===== config.mk =====
export PLATFORM = sky130hd
export DESIGN_NAME = double_ended_queue
export DESIGN_NICKNAME = d
export VERILOG_FILES = /design/src/hdl/deque_pkg.sv /design/src/hdl/double_ended_queue.sv /design/src/hdl/deque_datapath.sv /design/src/hdl/deque_controller.sv
export SDC_FILE = /design/constraint.sdc
export NUM_CORES = 1
export LEC_CHECK = 0
export BUFFER_PORTS_ARGS = -buffer_cell sky130_fd_sc_hd__buf_2
export CELL_PAD_IN_SITES_DETAIL_PLACEMENT = 0
export CELL_PAD_IN_SITES_GLOBAL_PLACEMENT = 1
export CORE_MARGIN = 5
export CORE_UTILIZATION = 40
export CTS_CLUSTER_DIAMETER = 120
export DETAILED_ROUTE_END_ITERATION = 6
export PLACE_DENSITY = 0.66
export SLEW_MARGIN = 20
export SYNTH_ARGS = -nofsm -noshare
export SYNTH_HDL_FRONTEND = slang
export SYNTH_HIERARCHICAL = 1
export SYNTH_SLANG_ARGS = --single-unit
export TNS_END_PERCENT = 100

===== constraint.sdc =====
create_clock -name clk_i -period 5.35 [get_ports clk_i]
set_input_delay 1.07 -clock clk_i [delete_from_list [all_inputs] [get_ports clk_i]]
set_output_delay 1.07 -clock clk_i [all_outputs]
set_load 0.05 [all_outputs]

===== src/hdl/deque_pkg.sv =====
// Shared constants, command and status codes, and the transfer and
// control struct types for the double-ended queue. No dependencies.
`timescale 1ns / 1ps

package deque_pkg;

  localparam int DEPTH = 16;
  localparam int IDX_W = $clog2(DEPTH);
  localparam int CNT_W = $clog2(DEPTH + 1);

  localparam logic [2:0] CMD_PUSH_FRONT = 3'd0;
  localparam logic [2:0] CMD_PUSH_BACK  = 3'd1;
  localparam logic [2:0] CMD_POP_FRONT  = 3'd2;
  localparam logic [2:0] CMD_POP_BACK   = 3'd3;
  localparam logic [2:0] CMD_SEARCH     = 3'd4;

  localparam logic [1:0] ST_OK    = 2'd0;
  localparam logic [1:0] ST_EMPTY = 2'd1;
  localparam logic [1:0] ST_FULL  = 2'd2;

  typedef struct packed {
    logic [2:0]         command;
    logic signed [31:0] value;
  } deque_in_t;

  typedef struct packed {
    logic signed [31:0] data;
    logic               found;
    logic [1:0]         status;
  } deque_out_t;

  // Commands from the controller to the datapath.
  typedef struct packed {
    logic       push_front;
    logic       push_back;
    logic       pop_front;
    logic       pop_back;
    logic       scan_first;
    logic       scan_next;
    logic       ld_result;
    logic       res_from_mem;
    logic       res_found;
    logic [1:0] res_status;
  } deque_ctrl_t;

  // Status from the datapath to the controller.
  typedef struct packed {
    logic full;
    logic empty;
    logic match;
    logic scan_last;
  } deque_stat_t;

endpackage


===== src/hdl/double_ended_queue.sv =====
// Double-ended queue: a sixteen-entry ring store of signed 32-bit values
// with push and pop at both ends and a linear search. A command transfers at
// a clock edge where start_i is high and busy_o is low. Every command gives
// one result, shown on result_o for one cycle with done_o high, in the cycle
// after the command's last step; it must be taken then. Pushes, failed pops,
// searches of an empty queue and unused codes never raise busy_o. A pop goes
// through the S_POP state, since the store has one registered read port. A
// search reads one entry per cycle from the front and stops at the first
// match or at the last entry. A new command may transfer while the previous
// result is on the result port. Depends on deque_pkg, deque_controller,
// deque_datapath.
`timescale 1ns / 1ps

module double_ended_queue (
  input  logic                  clk_i,
  input  logic                  rst_ni,
  input  logic                  start_i,
  output logic                  busy_o,
  input  deque_pkg::deque_in_t  item_i,
  output logic                  done_o,
  output deque_pkg::deque_out_t result_o
);
  import deque_pkg::*;

  deque_ctrl_t ctrl;
  deque_stat_t stat;

  deque_controller u_ctrl (
    .clk_i     (clk_i),
    .rst_ni    (rst_ni),
    .start_i   (start_i),
    .command_i (item_i.command),
    .stat_i    (stat),
    .ctrl_o    (ctrl),
    .busy_o    (busy_o),
    .done_o    (done_o)
  );

  deque_datapath u_dp (
    .clk_i    (clk_i),
    .rst_ni   (rst_ni),
    .item_i   (item_i),
    .ctrl_i   (ctrl),
    .stat_o   (stat),
    .result_o (result_o)
  );

  // A push into a store with room completes next cycle with status ok.
  a_push_ok: assert property (@(posedge clk_i) disable iff (!rst_ni)
    (start_i && !busy_o && !stat.full &&
     (item_i.command == CMD_PUSH_FRONT || item_i.command == CMD_PUSH_BACK))
    |=> (done_o && result_o.status == ST_OK && !result_o.found))
    else $error("push with room did not complete with status ok");

  // A pop from an empty queue answers at once with the empty status.
  a_pop_empty: assert property (@(posedge clk_i) disable iff (!rst_ni)
    (start_i && !busy_o && stat.empty &&
     (item_i.command == CMD_POP_FRONT || item_i.command == CMD_POP_BACK))
    |=> (done_o && result_o.status == ST_EMPTY && result_o.data == '0))
    else $error("pop on empty queue gave a wrong result");

  // The store can never report full and empty at once.
  a_full_empty: assert property (@(posedge clk_i) disable iff (!rst_ni)
    !(stat.full && stat.empty))
    else $error("entry count is both full and empty");

  // A found flag only comes with zero data and status ok.
  a_found_clean: assert property (@(posedge clk_i) disable iff (!rst_ni)
    (done_o && result_o.found) |-> (result_o.data == '0 && result_o.status == ST_OK))
    else $error("search result carries data or an error status");

endmodule


===== src/hdl/deque_datapath.sv =====
// Datapath of the double-ended queue: ring store, front index, entry count,
// scan index and result register. Depends on deque_pkg.
`timescale 1ns / 1ps

module deque_datapath (
  input  logic                  clk_i,
  input  logic                  rst_ni,
  input  deque_pkg::deque_in_t  item_i,
  input  deque_pkg::deque_ctrl_t ctrl_i,
  output deque_pkg::deque_stat_t stat_o,
  output deque_pkg::deque_out_t result_o
);
  import deque_pkg::*;

  logic [31:0]      mem [DEPTH];
  logic [31:0]      rdata_q;
  logic [IDX_W-1:0] front_q, front_d;
  logic [CNT_W-1:0] count_q, count_d;
  logic [CNT_W-1:0] cnt_m1;
  logic [IDX_W-1:0] k_q;
  logic [31:0]      value_q;
  logic [IDX_W-1:0] rd_addr, wr_addr;
  logic             rd_en, wr_en;
  deque_out_t       result_q;

  function automatic logic [IDX_W-1:0] ring_add(input logic [IDX_W-1:0] a,
                                                input logic [IDX_W-1:0] b);
    logic [IDX_W:0] s;
    s = {1'b0, a} + {1'b0, b};
    if (s >= (IDX_W + 1)'(DEPTH)) s = s - (IDX_W + 1)'(DEPTH);
    return s[IDX_W-1:0];
  endfunction

  function automatic logic [IDX_W-1:0] ring_dec(input logic [IDX_W-1:0] a);
    if (a == '0) return IDX_W'(DEPTH - 1);
    return a - IDX_W'(1);
  endfunction

  assign cnt_m1 = count_q - CNT_W'(1);

  always_comb begin
    rd_addr = front_q;
    wr_addr = ring_dec(front_q);
    if (ctrl_i.pop_back) rd_addr = ring_add(front_q, cnt_m1[IDX_W-1:0]);
    if (ctrl_i.scan_next) rd_addr = ring_add(front_q, k_q + IDX_W'(1));
    if (ctrl_i.push_back) wr_addr = ring_add(front_q, count_q[IDX_W-1:0]);
  end

  assign wr_en = ctrl_i.push_front | ctrl_i.push_back;
  assign rd_en = ctrl_i.pop_front | ctrl_i.pop_back | ctrl_i.scan_first
               | ctrl_i.scan_next;

  always_ff @(posedge clk_i) begin
    if (wr_en) mem[wr_addr] <= item_i.value;
    if (rd_en) rdata_q <= mem[rd_addr];
  end

  always_comb begin
    front_d = front_q;
    count_d = count_q;
    if (ctrl_i.push_front) begin
      front_d = ring_dec(front_q);
      count_d = count_q + CNT_W'(1);
    end
    if (ctrl_i.push_back) count_d = count_q + CNT_W'(1);
    if (ctrl_i.pop_front) begin
      front_d = ring_add(front_q, IDX_W'(1));
      count_d = cnt_m1;
    end
    if (ctrl_i.pop_back) count_d = cnt_m1;
  end

  always_ff @(posedge clk_i or negedge rst_ni) begin
    if (!rst_ni) begin
      front_q <= '0;
      count_q <= '0;
    end else begin
      front_q <= front_d;
      count_q <= count_d;
    end
  end

  // The scan index names the entry whose read data is in rdata_q.
  always_ff @(posedge clk_i) begin
    if (ctrl_i.scan_first) begin
      k_q     <= '0;
      value_q <= item_i.value;
    end else if (ctrl_i.scan_next) begin
      k_q <= k_q + IDX_W'(1);
    end
  end

  always_ff @(posedge clk_i) begin
    if (ctrl_i.ld_result) begin
      result_q.data   <= ctrl_i.res_from_mem ? rdata_q : '0;
      result_q.found  <= ctrl_i.res_found;
      result_q.status <= ctrl_i.res_status;
    end
  end

  assign stat_o.full      = (count_q == CNT_W'(DEPTH));
  assign stat_o.empty     = (count_q == '0);
  assign stat_o.match     = (rdata_q == value_q);
  assign stat_o.scan_last = (CNT_W'(k_q) == cnt_m1);
  assign result_o         = result_q;

endmodule


===== src/hdl/deque_controller.sv =====
// Controller state machine of the double-ended queue: decodes commands,
// sequences pops and searches, and drives the result strobe. Depends on deque_pkg.
`timescale 1ns / 1ps

module deque_controller (
  input  logic                   clk_i,
  input  logic                   rst_ni,
  input  logic                   start_i,
  input  logic [2:0]             command_i,
  input  deque_pkg::deque_stat_t stat_i,
  output deque_pkg::deque_ctrl_t ctrl_o,
  output logic                   busy_o,
  output logic                   done_o
);
  import deque_pkg::*;

  typedef enum logic [2:0] {
    S_IDLE = 3'b001,
    S_POP  = 3'b010,
    S_SCAN = 3'b100
  } state_e;

  state_e state_q, state_d;
  logic   done_q;

  always_comb begin
    state_d = state_q;
    ctrl_o  = '0;
    ctrl_o.res_status = ST_OK;
    unique case (state_q)
      S_IDLE: begin
        if (start_i) begin
          unique case (command_i) inside
            CMD_PUSH_FRONT, CMD_PUSH_BACK: begin
              ctrl_o.ld_result = 1'b1;
              if (stat_i.full) begin
                ctrl_o.res_status = ST_FULL;
              end else begin
                ctrl_o.push_front = (command_i == CMD_PUSH_FRONT);
                ctrl_o.push_back  = (command_i == CMD_PUSH_BACK);
              end
            end
            CMD_POP_FRONT, CMD_POP_BACK: begin
              if (stat_i.empty) begin
                ctrl_o.ld_result  = 1'b1;
                ctrl_o.res_status = ST_EMPTY;
              end else begin
                ctrl_o.pop_front = (command_i == CMD_POP_FRONT);
                ctrl_o.pop_back  = (command_i == CMD_POP_BACK);
                state_d = S_POP;
              end
            end
            CMD_SEARCH: begin
              if (stat_i.empty) begin
                ctrl_o.ld_result = 1'b1;
              end else begin
                ctrl_o.scan_first = 1'b1;
                state_d = S_SCAN;
              end
            end
            default: ctrl_o.ld_result = 1'b1;
          endcase
        end
      end
      S_POP: begin
        ctrl_o.ld_result    = 1'b1;
        ctrl_o.res_from_mem = 1'b1;
        state_d = S_IDLE;
      end
      S_SCAN: begin
        // One entry is compared per cycle while the next one is read.
        if (stat_i.match || stat_i.scan_last) begin
          ctrl_o.ld_result = 1'b1;
          ctrl_o.res_found = stat_i.match;
          state_d = S_IDLE;
        end else begin
          ctrl_o.scan_next = 1'b1;
        end
      end
      default: state_d = S_IDLE;
    endcase
  end

  always_ff @(posedge clk_i or negedge rst_ni) begin
    if (!rst_ni) begin
      state_q <= S_IDLE;
      done_q  <= 1'b0;
    end else begin
      state_q <= state_d;
      done_q  <= ctrl_o.ld_result;
    end
  end

  assign busy_o = (state_q != S_IDLE);
  assign done_o = done_q;

endmodule

# After elaboration in Yosys (flattened, before gate mapping)
# Memories as Yosys holds them, arrays and structs flattened. A register that Yosys moved wholly into a read port is not among the register bits.
# Cells that the tools add are included.
# totals
register_bits	84
ramBits	512
in_bits	38
output_inout_bits	37
word_cells	103
n_memories	1
# classes
addsub	12
n_lt_le_gt_ge	4
n_eq_ne	16
mux	45
bitwise	4
reduce_logical	12
# mem_list
name	words	word_bits	rd	rd_ports_with_merged_regs	write_ports	line_no	text
u_dp.mem	16	32	1	1	1	deque_datapath.sv:15	logic [31:0] mem [DEPTH];
# op_table
op	count
$mux W4	12
$eq A32 B32 Y1	1
$mux W5	6
$ge A5 B5 Y1 const B	4
$sub A4 B1 Y4 const B	5
$add A4 B4 Y5	3
$mux W1	14
$mux W3	4
$pmux W3 S2	2
$mux W2	5
$eq A3 B2 Y1 const B	3
$eq A3 B1 Y1 const B	2
$eq A3 B3 Y1 const B	2
$ne A3 B3 Y1 const B	2
$add A4 B1 Y5 const B	1
$add A5 B1 Y5 const B	1
$eq A4 B5 Y1	1
$eq A5 B5 Y1 const B	1
$logic_not A5 Y1	1
$reduce_and A5 Y1	1
$sub A5 B1 Y5 const B	1
$add A4 B1 Y4 const B	1
$logic_not A4 Y1	1
$or A1 B1 Y1	4
other kinds (13)	15

# Logic depth before layout (Yosys ltp)
# Gate-level depths: netlist of the first run.
# logic_depth
ltp_word	9
ltp_mapped	18
depth_no_buf	16

# Modules after synthesis
# The synthesis of the first run kept the hierarchy.
# modules_own_cells
mod	instances	cells_each	area_each_um2	seq_area_each_um2
deque_datapath	1	1819	24752.5	18652.9
deque_controller	1	32	301.5	101.3

# Worst setup path after synthesis of the first run
# No wires, ideal clock.
# synth_path
kind	register to register
startpoint	reg u_dp.count_q[0]
endpoint	reg u_dp.result_q, in the netlist u_dp/result_o[0], enable pin
setup_ps	478
arrival_time_ps	4229
required_time_ps	4872
path_slack_ps	643
path_stages_with_launch	7
path_buffers	0
period_less_slack_ps	4707
cell_sequence	dfrtp_1 -> inv_1 -> ha_1 -> nor4b_1 -> or4b_4 -> o21ai_0 -> o21ai_0
# synth_lines
element	line_no	text
start, declared	deque_datapath.sv:18	logic [CNT_W-1:0] count_q, count_d;
start signal, assigned	deque_datapath.sv:79	count_q <= count_d;
end, declared	deque_datapath.sv:24	deque_out_t result_q;

==> impl_metrics.py, run 1 <==
metrics = {
    "run_status": {
        "status": "finished clean",
    },
    "synthesis": {
        "ys.flop_type": "edfxtp_1",
        "synth_edf_count": 611,
        "synth_cell_types": 52,
        "syn_inst": 1851,
        "synth_area_um2": 25050,
        "syn_nets": 1906,
        "synth-seq-cells": 628,
        "ys_seq_area_share_pct": 74.86,
        "async_reset_ff_share_pct": 2.070,
        "synth-warning-count": 6,
        "avgSynthCellArea_um2": 13.54,
    },
    "detailed_routing": {
        "dr.pass1.iters": 5,
        "drcViolationCount": 0,
        "ant_nets": 0,
        "wl_per_cell_um": 24.03,
        "num_vias": 15190,
        "vias_per_cell": 5.365,
        "drtIter0Drc": 1317,
        "drt_wl_total_um": 68020,
    },
    "setup_path": {
        "cp.depth": 13,
        "critPathMaxFanout": 120,
        "cp_top_family": "simple AND/OR/NAND/NOR gates",
        "r2r_cells": 13,
        "startpoint_type": "flop",
        "end_kind": "flop",
        "crit_type": "reg -> reg",
        "path_common_cell": "nand4_1",
        "path_cells": "xor2_1, nor4_1, nand4_1, nor2_1, or2_2, nor3_2, buf_4, o21ai_4, buf_12, nand2_1, nand3_1, nand4_1, mux2i_1",
        "crit_buf_inv": 2,
        "slowest_delay_ps": 960,
        "cp.required_ps": 5720,
        "cpMaxStageDelayCell": "nor4_1",
        "cp.arrival_ps": 5040,
    },
    "cts": {
        "cts.sink_count": 628,
        "post_cts_resized": 0,
        "cts_tree": "yes",
        "post_cts_buffers": 0,
        "insertion_delay_ps": 610,
        "cts_buffers": 67,
        "holdBufCountCts": 0,
        "htree_levels": 3,
        "clkTransAtPathRegs_ps": 60,
        "clk_path_buf_depth": 3,
        "ctsRootBufferMaster": "clkbuf_16",
    },
    "sta": {
        "finalCritPeriodShare_pct": 87.24,
        "setup_tns_ps": 0,
        "worstMarginPinSlew_ps": 1117,
        "drv_slew": 0,
        "fin_ws_ps": 682.6,
        "rsz0062_at_grt": "false",
        "post-route-min-period_ps": 4667,
        "max_clock_freq_mhz": 214.3,
        "finalSetupViolations": 0,
        "hold_violations": 0,
        "slew_headroom_pct": 24.84,
        "finClkSkew_ps": 25.06,
    },
    "floorplanning": {
        "core-area_um2": 61830,
        "row_count": 91,
        "io-pin-count": 75,
        "initial_core_util_pct": 40.52,
        "die_y_um": 260.3,
        "dieArea_um2": 67740,
        "die_w_um": 260.3,
    },
    "grt": {
        "grt_pass1_wl_um": 99280,
        "grt_max_degree": 121,
        "grt_overflow_total": 0,
        "antenna_found_initial": 9,
        "track_usage_pct": 19.85,
        "grt_pass1_vias": 14550,
    },
    "place": {
        "gp_congestion": 0.7713,
        "portBuffers": 74,
        "hpwlAfterDp_um": 36220,
        "pre_cts_ws_ps": 606.1,
    },
    "final_layout": {
        "multi_input_area_um2": 6023,
        "fillers": 5503,
        "syn_to_final_growth_pct": 15.26,
        "final_layout_size_suffix_gt1_share_pct": 12.29,
        "nets": 2000,
        "regArea_um2": 18750,
    },
    "job": {
        "max_cap_viol_count": 0,
    },
    "power": {
        "leakage_nw": 9.995,
        "vdd_drop_max_uv": 346.8,
        "power_density_nw_per_um2": 521.1,
    },
    "worst_hold_path": {
        "min_path_type": "in -> async",
    },
}
-- per-stage QoR --
stage,total power (W),util (%),hold WS [ps],cells,instance area (um^2)
after floorplan,0.009209,-,480.8,1851,25050
after global placement,0.01085,43.47,538.0,2713,26880
after detailed placement,0.01087,43.47,530.5,2713,26880
after CTS,0.01518,46.70,350.9,2830,28880
after global routing,0.01584,46.71,364.9,2831,28880
final,0.01505,46.71,365.3,2831,28880
-- state kept, by name, indices dropped and copies added (netlist names) --
signal,cells
u_dp/mem,512
u_dp/rdata_q,32
u_ctrl/state_q,3
u_dp/value_q,32
u_dp/result_o,35
u_dp/k_q,4
u_dp/count_q,5
u_dp/front_q,4
u_ctrl/done_o,1
-- worst register-to-register path, stage by stage (launching register included) --
cell and delay (ps):
edfxtp_1 490, xor2_1 190, nor4_1 960, nand4_1 170
nor2_1 270, or2_2 200, nor3_2 110, buf_4 230
o21ai_4 570, buf_12 550, nand2_1 150, nand3_1 120
nand4_1 100, mux2i_1 330
-- synthesized netlist by cell type, types with 2 or more instances --
master	count	share of area, %
xnor2_1	16	0.56
edfxtp_1	611	73
dfxtp_1	4	0.32
buf_2	28	0.56
or2_2	2	0.050
dfrtp_1	12	1.2
nand2b_1	7	0.17
nand2_1	530	7.9
nor3b_1	3	0.090
a21o_1	5	0.15
mux2i_1	39	1.6
a31oi_1	2	0.050
fa_1	3	0.24
nor4_1	11	0.27
nor4b_1	3	0.10
o32ai_2	2	0.13
o21ai_0	8	0.16
inv_1	11	0.16
o31ai_1	2	0.060
xor2_1	41	1.4
nor2_1	31	0.46
buf_1	13	0.19
ha_1	14	0.70
and2_1	34	0.85
nor3_1	4	0.080
nand4_1	67	1.7
o32ai_4	2	0.22
buf_4	2	0.060
buf_6	4	0.18
clkbuf_1	49	0.73
a21oi_1	12	0.24
nand3_1	258	5.2
o21a_1	2	0.060
-- routing by layer --
metal / GRT usage, % / vias to the layer above / share of wire (%)
met2: 31.07 / 498 / 46
met1: 28.84 / 7689 / 45
met3: 3.831 / 111 / 6.4
met5: 0 / - / 0.060
li1: - / 6884 / -
met4: 5.078 / 6 / 2.5
-- power breakdown --
| part | switching (W) | total (W) | internal, W |
|---|---|---|---|
| Clock | 0.00186 | 0.00429 | 0.00243 |
| Combinational | 0.00321 | 0.00471 | 0.00150 |
| Sequential | 0.000245 | 0.00606 | 0.00581 |
| Total | 0.00531 | 0.0150 | 0.00974 |
-- cells in the final DEF (no fill, tap or decap), types with 5 or more instances in the layout --
cell,Yosys,routed
a21o_1,5,5
nand4_1,67,67
xnor2_1,16,16
nand3_1,258,258
clkinv_1,0,18
o21ai_0,8,7
buf_2,28,74
nor2_4,0,17
ha_1,14,14
buf_12,0,23
nor4_1,11,11
nand2_1,530,530
nor2_1,31,14
edfxtp_1,611,611
clkbuf_1,49,14
xor2_1,41,41
dfrtp_1,12,12
and2_1,34,34
clkbuf_16,0,68
inv_1,11,11
nand2b_1,7,7
clkinv_2,0,10
a21oi_1,12,12
mux2i_1,39,39
buf_4,2,24
-- area by class of cell --
class / count / area share (%)
clock inverter: 35 / 0.8449
tap: 837 / 3.627
multi-input combinational: 1116 / 20.86
sequential: 628 / 64.94
clock buffer: 82 / 6.075
timing repair buffer: 121 / 3.501
inverter: 11 / 0.1430
antenna: 1 / 0.008666
-- logic make-up after synthesis --
group / synth area share [%]
simple gates: 17.34
flops: 74.86
buf+inv: 1.893
xor+xnor: 2.102
compound gates: 1.268
mux: 1.603
fa+ha+maj: 0.9389
-- final timing paths --
check                                                 start                             to  slack [ps]
max in group asynchronous                            rst_ni  u_ctrl/state_q[0]$_DFFE_PN1P_        4690
worst min register to register  u_dp/count_q[4]$_DFFE_PN0P_    u_dp/count_q[4]$_DFFE_PN0P_         530
worst max register to register   u_dp/rdata_q[19]$_DFFE_PP_     u_dp/rdata_q[23]$_DFFE_PP_         680
min in group clk_i              u_dp/count_q[4]$_DFFE_PN0P_    u_dp/count_q[4]$_DFFE_PN0P_         530
worst min-delay path                                 rst_ni    u_dp/front_q[1]$_DFFE_PN0P_         370
worst max-delay path             u_dp/rdata_q[19]$_DFFE_PP_     u_dp/rdata_q[23]$_DFFE_PP_         680
Note: power is estimated with default switching activity, not from simulation.
==> run 2, diff against run 1 <==
BUFFER_PORTS_ARGS = default   (was -buffer_cell sky130_fd_sc_hd__buf_2)
CORE_UTILIZATION = 53   (was 40)
DONT_BUFFER_PORTS = 1   (was default)
PLACE_DENSITY = 0.81   (was 0.66)
==> run 2 against run 1 <==
- power decreased by 0.83%
- sequential share of layout area is 2.1 points higher
- utilization up 13 points
- setup slack improved by 63 ps
- first-iteration DRC count up 26%
- clock skew is 1.8 ps lower
- worst hold slack got worse by 240 ps
- combinational power down 3%
- global-route usage grew 4.1 points
- critical endpoint is now u_dp/rdata_q[13]$_DFFE_PP_
- largest power group unchanged
==> impl_metrics.py, run 2 (synthesis results as in run 1) <==
metrics = {
    "setup_path": {
        "crit_type": "reg -> reg",
        "cp.arrival_ps": 5070,
        "cpMaxStageDelayCell": "xor2_4",
        "r2r_cells": 16,
        "endpoint": "u_dp/rdata_q[13]$_DFFE_PP_",
        "r2r_end": "u_dp/rdata_q[13]$_DFFE_PP_",
        "slowest_delay_ps": 550,
        "crit_buf_inv": 3,
        "startpoint_type": "flop",
        "path_cells": "inv_1, ha_1, xor2_1, nor2_1, a21oi_1, nor2_1, a21oi_1, nor4_1, or2_2, nor3_2, buf_4, nor2b_1, a22oi_4, xor2_4, buf_4, mux2i_1",
        "cp-startpoint": "u_dp/count_q[0]$_DFFE_PN0P_",
        "cp.required_ps": 5820,
        "end_kind": "flop",
        "cp.depth": 16,
        "cp_top_family": "simple AND/OR/NAND/NOR gates",
        "critPathMaxFanout": 18,
        "reg2reg_from": "u_dp/count_q[0]$_DFFE_PN0P_",
        "reg2reg_setup_slack_ps": 750,
    },
    "final_layout": {
        "regMostFlops": "u_dp/mem",
        "final_layout_size_suffix_gt1_share_pct": 8.451,
        "final_common_cell": "edfxtp_1",
        "final_cells": 2513,
        "nets": 1915,
        "syn_to_final_growth_pct": 11.64,
        "largest_reg_flops": 512,
        "final_cell_mix": "edfxtp_1, nand2_1, nand3_1",
    },
    "run_status": {
        "status": "finished clean",
    },
    "power": {
        "vdd_drop_max_uv": 389.8,
        "power_density_nw_per_um2": 533.6,
        "leakage_nw": 9.599,
    },
    "grt": {
        "track_usage_pct": 23.98,
        "grt_pass1_wl_um": 92440,
        "grt_max_degree": 100,
        "grt_overflow_total": 0,
        "antenna_found_initial": 2,
        "grt_pass1_vias": 14310,
    },
    "floorplanning": {
        "io-pin-count": 75,
        "die_y_um": 227.4,
        "initial_core_util_pct": 53.70,
        "die_w_um": 227.4,
        "row_count": 79,
        "dieArea_um2": 51720,
        "core-area_um2": 46650,
    },
    "sta": {
        "finalCritPeriodShare_pct": 86.07,
        "post-route-min-period_ps": 4604,
        "finClkSkew_ps": 23.31,
        "finalSetupViolations": 0,
        "setup_tns_ps": 0,
        "max_clock_freq_mhz": 217.2,
        "hold_violations": 0,
        "drv_slew": 0,
        "worstMarginPinSlew_ps": 792.4,
        "slew_headroom_pct": 46.69,
        "rsz0062_at_grt": "false",
    },
    "detailed_routing": {
        "ant_nets": 0,
        "dr.pass1.iters": 5,
        "drcViolationCount": 0,
        "wl_per_cell_um": 24.58,
        "vias_per_cell": 5.953,
        "drt_wl_total_um": 61760,
        "drtIter0Drc": 1664,
        "num_vias": 14960,
    },
    "cts": {
        "cts_buffers": 60,
        "holdBufCountCts": 0,
        "clk_path_buf_depth": 3,
        "cts_tree": "yes",
        "ctsRootBufferMaster": "clkbuf_16",
        "cts.sink_count": 628,
        "insertion_delay_ps": 640,
        "clkTransAtPathRegs_ps": 60,
        "htree_levels": 2,
        "post_cts_buffers": 0,
        "post_cts_resized": 0,
    },
    "worst_hold_path": {
        "min_path_type": "in -> async",
    },
    "job": {
        "max_cap_viol_count": 0,
    },
    "place": {
        "portBuffers": 0,
        "gp_congestion": 0.8129,
        "hpwlAfterDp_um": 35650,
        "dpl.cell_count": 2405,
    },
}
## run 2: worst min-delay path by stage
stage                                start                          end  slack [ps]  cells after the start
3_5_place_dp   u_dp/count_q[4]$_DFFE_PN0P_  u_dp/count_q[4]$_DFFE_PN0P_         500                      1
5_1_grt                             rst_ni  u_dp/front_q[0]$_DFFE_PN0P_         110                      0
6_report                            rst_ni  u_dp/count_q[4]$_DFFE_PN0P_         120                      0
2_1_floorplan  u_dp/count_q[4]$_DFFE_PN0P_  u_dp/count_q[4]$_DFFE_PN0P_         480                      1
4_1_cts                             rst_ni  u_dp/front_q[0]$_DFFE_PN0P_         100                      0
3_3_place_gp   u_dp/count_q[4]$_DFFE_PN0P_  u_dp/count_q[4]$_DFFE_PN0P_         510                      1
## run 2: layout make-up
| class | instances | area, um^2 |
|---|---|---|
| diodes | 1 | 2.502 |
| clock buffers | 72 | 1546 |
| clock inverters | 35 | 394.1 |
| fillers | 3589 | 18690 |
| inverters | 11 | 41.29 |
| multi-input cells | 1116 | 6023 |
| flip-flops and latches | 628 | 18750 |
| well taps | 607 | 759.5 |
| repair buffers | 43 | 447.9 |
## run 2: report_power, final
group	internal, W	leakage, nW	switching, W	total, W
Combinational	0.00145	2.94	0.00312	0.00456
Clock	0.00239	0.939	0.00179	0.00418
Sequential	0.00582	5.72	0.000364	0.00618
Total	0.00966	9.60	0.00527	0.0149
## run 2: metal layers
metal / up-vias / GRT usage, % / wire length (um)
met2: 686 / 37.54 / 28820
met4: 0 / 5.633 / 1259
met5: - / 0 / 0
met3: 82 / 3.972 / 5256
li1: 6713 / - / -
met1: 7479 / 35.96 / 26420
## run 2: through the flow
step | instance area [um^2] | power [W] | worst slack [ps] | hold slack [ps] | utilization [%]
final | 27970 | 0.01492 | 745.5 | 121.9 | 59.95
after global routing | 27970 | 0.01564 | 439.0 | 106.9 | 59.94
after CTS | 27970 | 0.01498 | 781.7 | 96.35 | 59.94
after detailed placement | 26030 | 0.01079 | 828.7 | 504.1 | 55.78
after global placement | 26030 | 0.01075 | 857.2 | 510.0 | 55.78
after floorplan | 25050 | 0.009209 | 643.4 | 480.8 | -
==> run 3, diff against run 2 <==
CORE_UTILIZATION = 57   (was 53)
PLACE_DENSITY = 0.86   (was 0.81)
clock period = 5.5 ns   (was 5.35 ns; I/O delays follow)
==> run 3 against run 2 <==
- critical path depth up 1
- largest cell class unchanged
- fmax down 1.2%
- clock power shrank 11%
- register-to-register slack improved by 90 ps
- highest routed layer unchanged
- sequential power down 3%
==> impl_metrics.py, run 3 (synthesis results as in run 1) <==
metrics = {
    "cts": {
        "ctsRootBufferMaster": "clkbuf_16",
        "clk_path_buf_depth": 3,
        "htree_levels": 2,
        "holdBufCountCts": 0,
        "cts.sink_count": 628,
        "insertion_delay_ps": 610,
        "cts_tree": "yes",
        "post_cts_buffers": 0,
        "cts_buffers": 59,
        "post_cts_resized": 0,
        "clkTransAtPathRegs_ps": 60,
    },
    "final_layout": {
        "design_area_um2": 27790,
        "final_common_cell": "edfxtp_1",
        "regArea_um2": 18750,
        "largest_reg_flops": 512,
        "n_antenna_cell": 0,
        "nets": 1910,
        "syn_to_final_growth_pct": 10.91,
        "final_layout_size_suffix_gt1_share_pct": 7.878,
        "final_cell_mix": "edfxtp_1, nand2_1, nand3_1",
        "regMostFlops": "u_dp/mem",
        "multi_input_area_um2": 6027,
        "fillers": 3059,
    },
    "power": {
        "switching_power_w": 0.004860,
        "vdd_drop_max_uv": 607.2,
        "pwr-share-seq_pct": 43.0,
        "pwr-share-clk_pct": 26.6,
        "pwr-share-comb_pct": 30.4,
        "switching_share_pct": 34.92,
        "leakage_nw": 9.505,
        "power_density_nw_per_um2": 500.9,
        "power.internal_w": 0.009059,
    },
    "floorplanning": {
        "die_w_um": 219.7,
        "row_count": 76,
        "initial_core_util_pct": 57.91,
        "dieArea_um2": 48250,
        "io-pin-count": 75,
        "core-area_um2": 43270,
        "die_y_um": 219.7,
    },
    "setup_path": {
        "r2r_cells": 17,
        "cp-startpoint": "u_dp/count_q[0]$_DFFE_PN0P_",
        "critPathMaxFanout": 164,
        "cp_top_family": "simple AND/OR/NAND/NOR gates",
        "cp.required_ps": 5940,
        "crit_type": "reg -> reg",
        "crit_buf_inv": 2,
        "reg2reg_from": "u_dp/count_q[0]$_DFFE_PN0P_",
        "path_cells": "inv_1, ha_1, xor2_1, nor2_1, a21oi_1, nor2_1, a21oi_1, nor4_1, or2_2, nor3_2, nand2_1, o21ai_4, buf_12, nand2_1, nand3_1, nand4_1, mux2i_1",
        "startpoint_type": "flop",
        "cp.arrival_ps": 5110,
        "reg2reg_setup_slack_ps": 840,
        "end_kind": "flop",
        "cpMaxStageDelayCell": "nor3_2",
        "r2r_end": "u_dp/rdata_q[19]$_DFFE_PP_",
        "slowest_delay_ps": 710,
    },
    "detailed_routing": {
        "drt_wl_total_um": 59310,
        "num_vias": 14880,
        "vias_per_cell": 5.977,
        "ant_nets": 0,
        "drcViolationCount": 0,
        "dr.pass1.iters": 7,
        "wl_per_cell_um": 23.83,
        "drtIter0Drc": 1626,
    },
    "sta": {
        "slew_headroom_pct": 36.90,
        "worstMarginPinSlew_ps": 944.3,
        "max_clock_freq_mhz": 214.5,
        "drv_slew": 0,
        "fin_ws_ps": 838.0,
        "finalCritPeriodShare_pct": 84.76,
        "rsz0062_at_grt": "false",
        "finalSetupViolations": 0,
        "finClkSkew_ps": 17.32,
        "hold_violations": 0,
        "setup_tns_ps": 0,
        "post-route-min-period_ps": 4662,
    },
    "place": {
        "gp_congestion": 0.8132,
        "placed_area_um2": 26060,
        "pre_cts_ws_ps": 1006,
        "hpwlAfterDp_um": 32170,
        "portBuffers": 0,
    },
    "grt": {
        "grt_max_degree": 165,
        "antenna_found_initial": 0,
        "grt_overflow_total": 0,
        "track_usage_pct": 24.91,
        "grt_pass1_vias": 14320,
        "grt_pass1_wl_um": 89680,
    },
    "run_status": {
        "status": "finished clean",
    },
    "worst_hold_path": {
        "min_path_type": "in -> async",
    },
    "job": {
        "max_cap_viol_count": 0,
    },
}
run 3: metal layers:
layer	global-route usage, %	wire (um)	up-vias
li1	-	-	6709
met1	35.62	23560	7393
met2	39.98	28580	680
met3	5.166	5950	95
met4	6.241	1228	0
met5	0	0	-
run 3: worst reg2reg max path: cells and delay by family, from the launching register on:
| kind | cells | cell delay, ps |
|---|---|---|
| buf+inv | 2 | 680 |
| fa+ha+maj | 1 | 290 |
| mux | 1 | 170 |
| xor+xnor | 1 | 250 |
| compound gates | 3 | 490 |
| simple gates | 9 | 2160 |
| flops | 1 | 470 |
run 3: area by class of cell:
class                           instances  share of cell area [%]
Sequential cell                       628                   67.49
Multi-Input combinational cell       1116                   21.69
Clock buffer                           78                   5.570
Tap cell                              585                   2.634
Timing Repair Buffer                   39                   1.819
Clock inverter                         32                  0.6484
Inverter                               11                  0.1486
run 3: worst max path at each step:
stage,to,slack [ps],depth (start not counted)
3_5_place_dp,u_dp/rdata_q[29]$_DFFE_PP_,1010,17
4_1_cts,u_dp/rdata_q[29]$_DFFE_PP_,960,17
6_report,u_dp/rdata_q[19]$_DFFE_PP_,840,17
2_1_floorplan,u_dp/result_o[0]$_DFFE_PP_,790,6
3_3_place_gp,u_dp/rdata_q[3]$_DFFE_PP_,1100,16
5_1_grt,u_dp/rdata_q[29]$_DFFE_PP_,590,17
run 3: per-stage QoR:
stage | instances | total power (W) | util (%) | hold WS [ps]
detailed placement | 2379 | 0.01028 | 60.23 | 535.2
global route | 2489 | 0.01464 | 64.23 | 152.3
CTS | 2489 | 0.01396 | 64.23 | 154.0
finish | 2489 | 0.01392 | 64.23 | 180.9
floorplan | 1851 | 0.008958 | - | 480.8
global placement | 2379 | 0.01020 | 60.22 | 521.1
run 3: power groups by stage:
stage	combinational [W]	sequential, W	clock [W]
final	0.00423	0.00598	0.00370
after floorplan	0.00299	0.00597	0
after global routing	0.00464	0.00601	0.00398
after global placement	0.00412	0.00608	0
after detailed placement	0.00419	0.00608	0
after CTS	0.00422	0.00599	0.00375
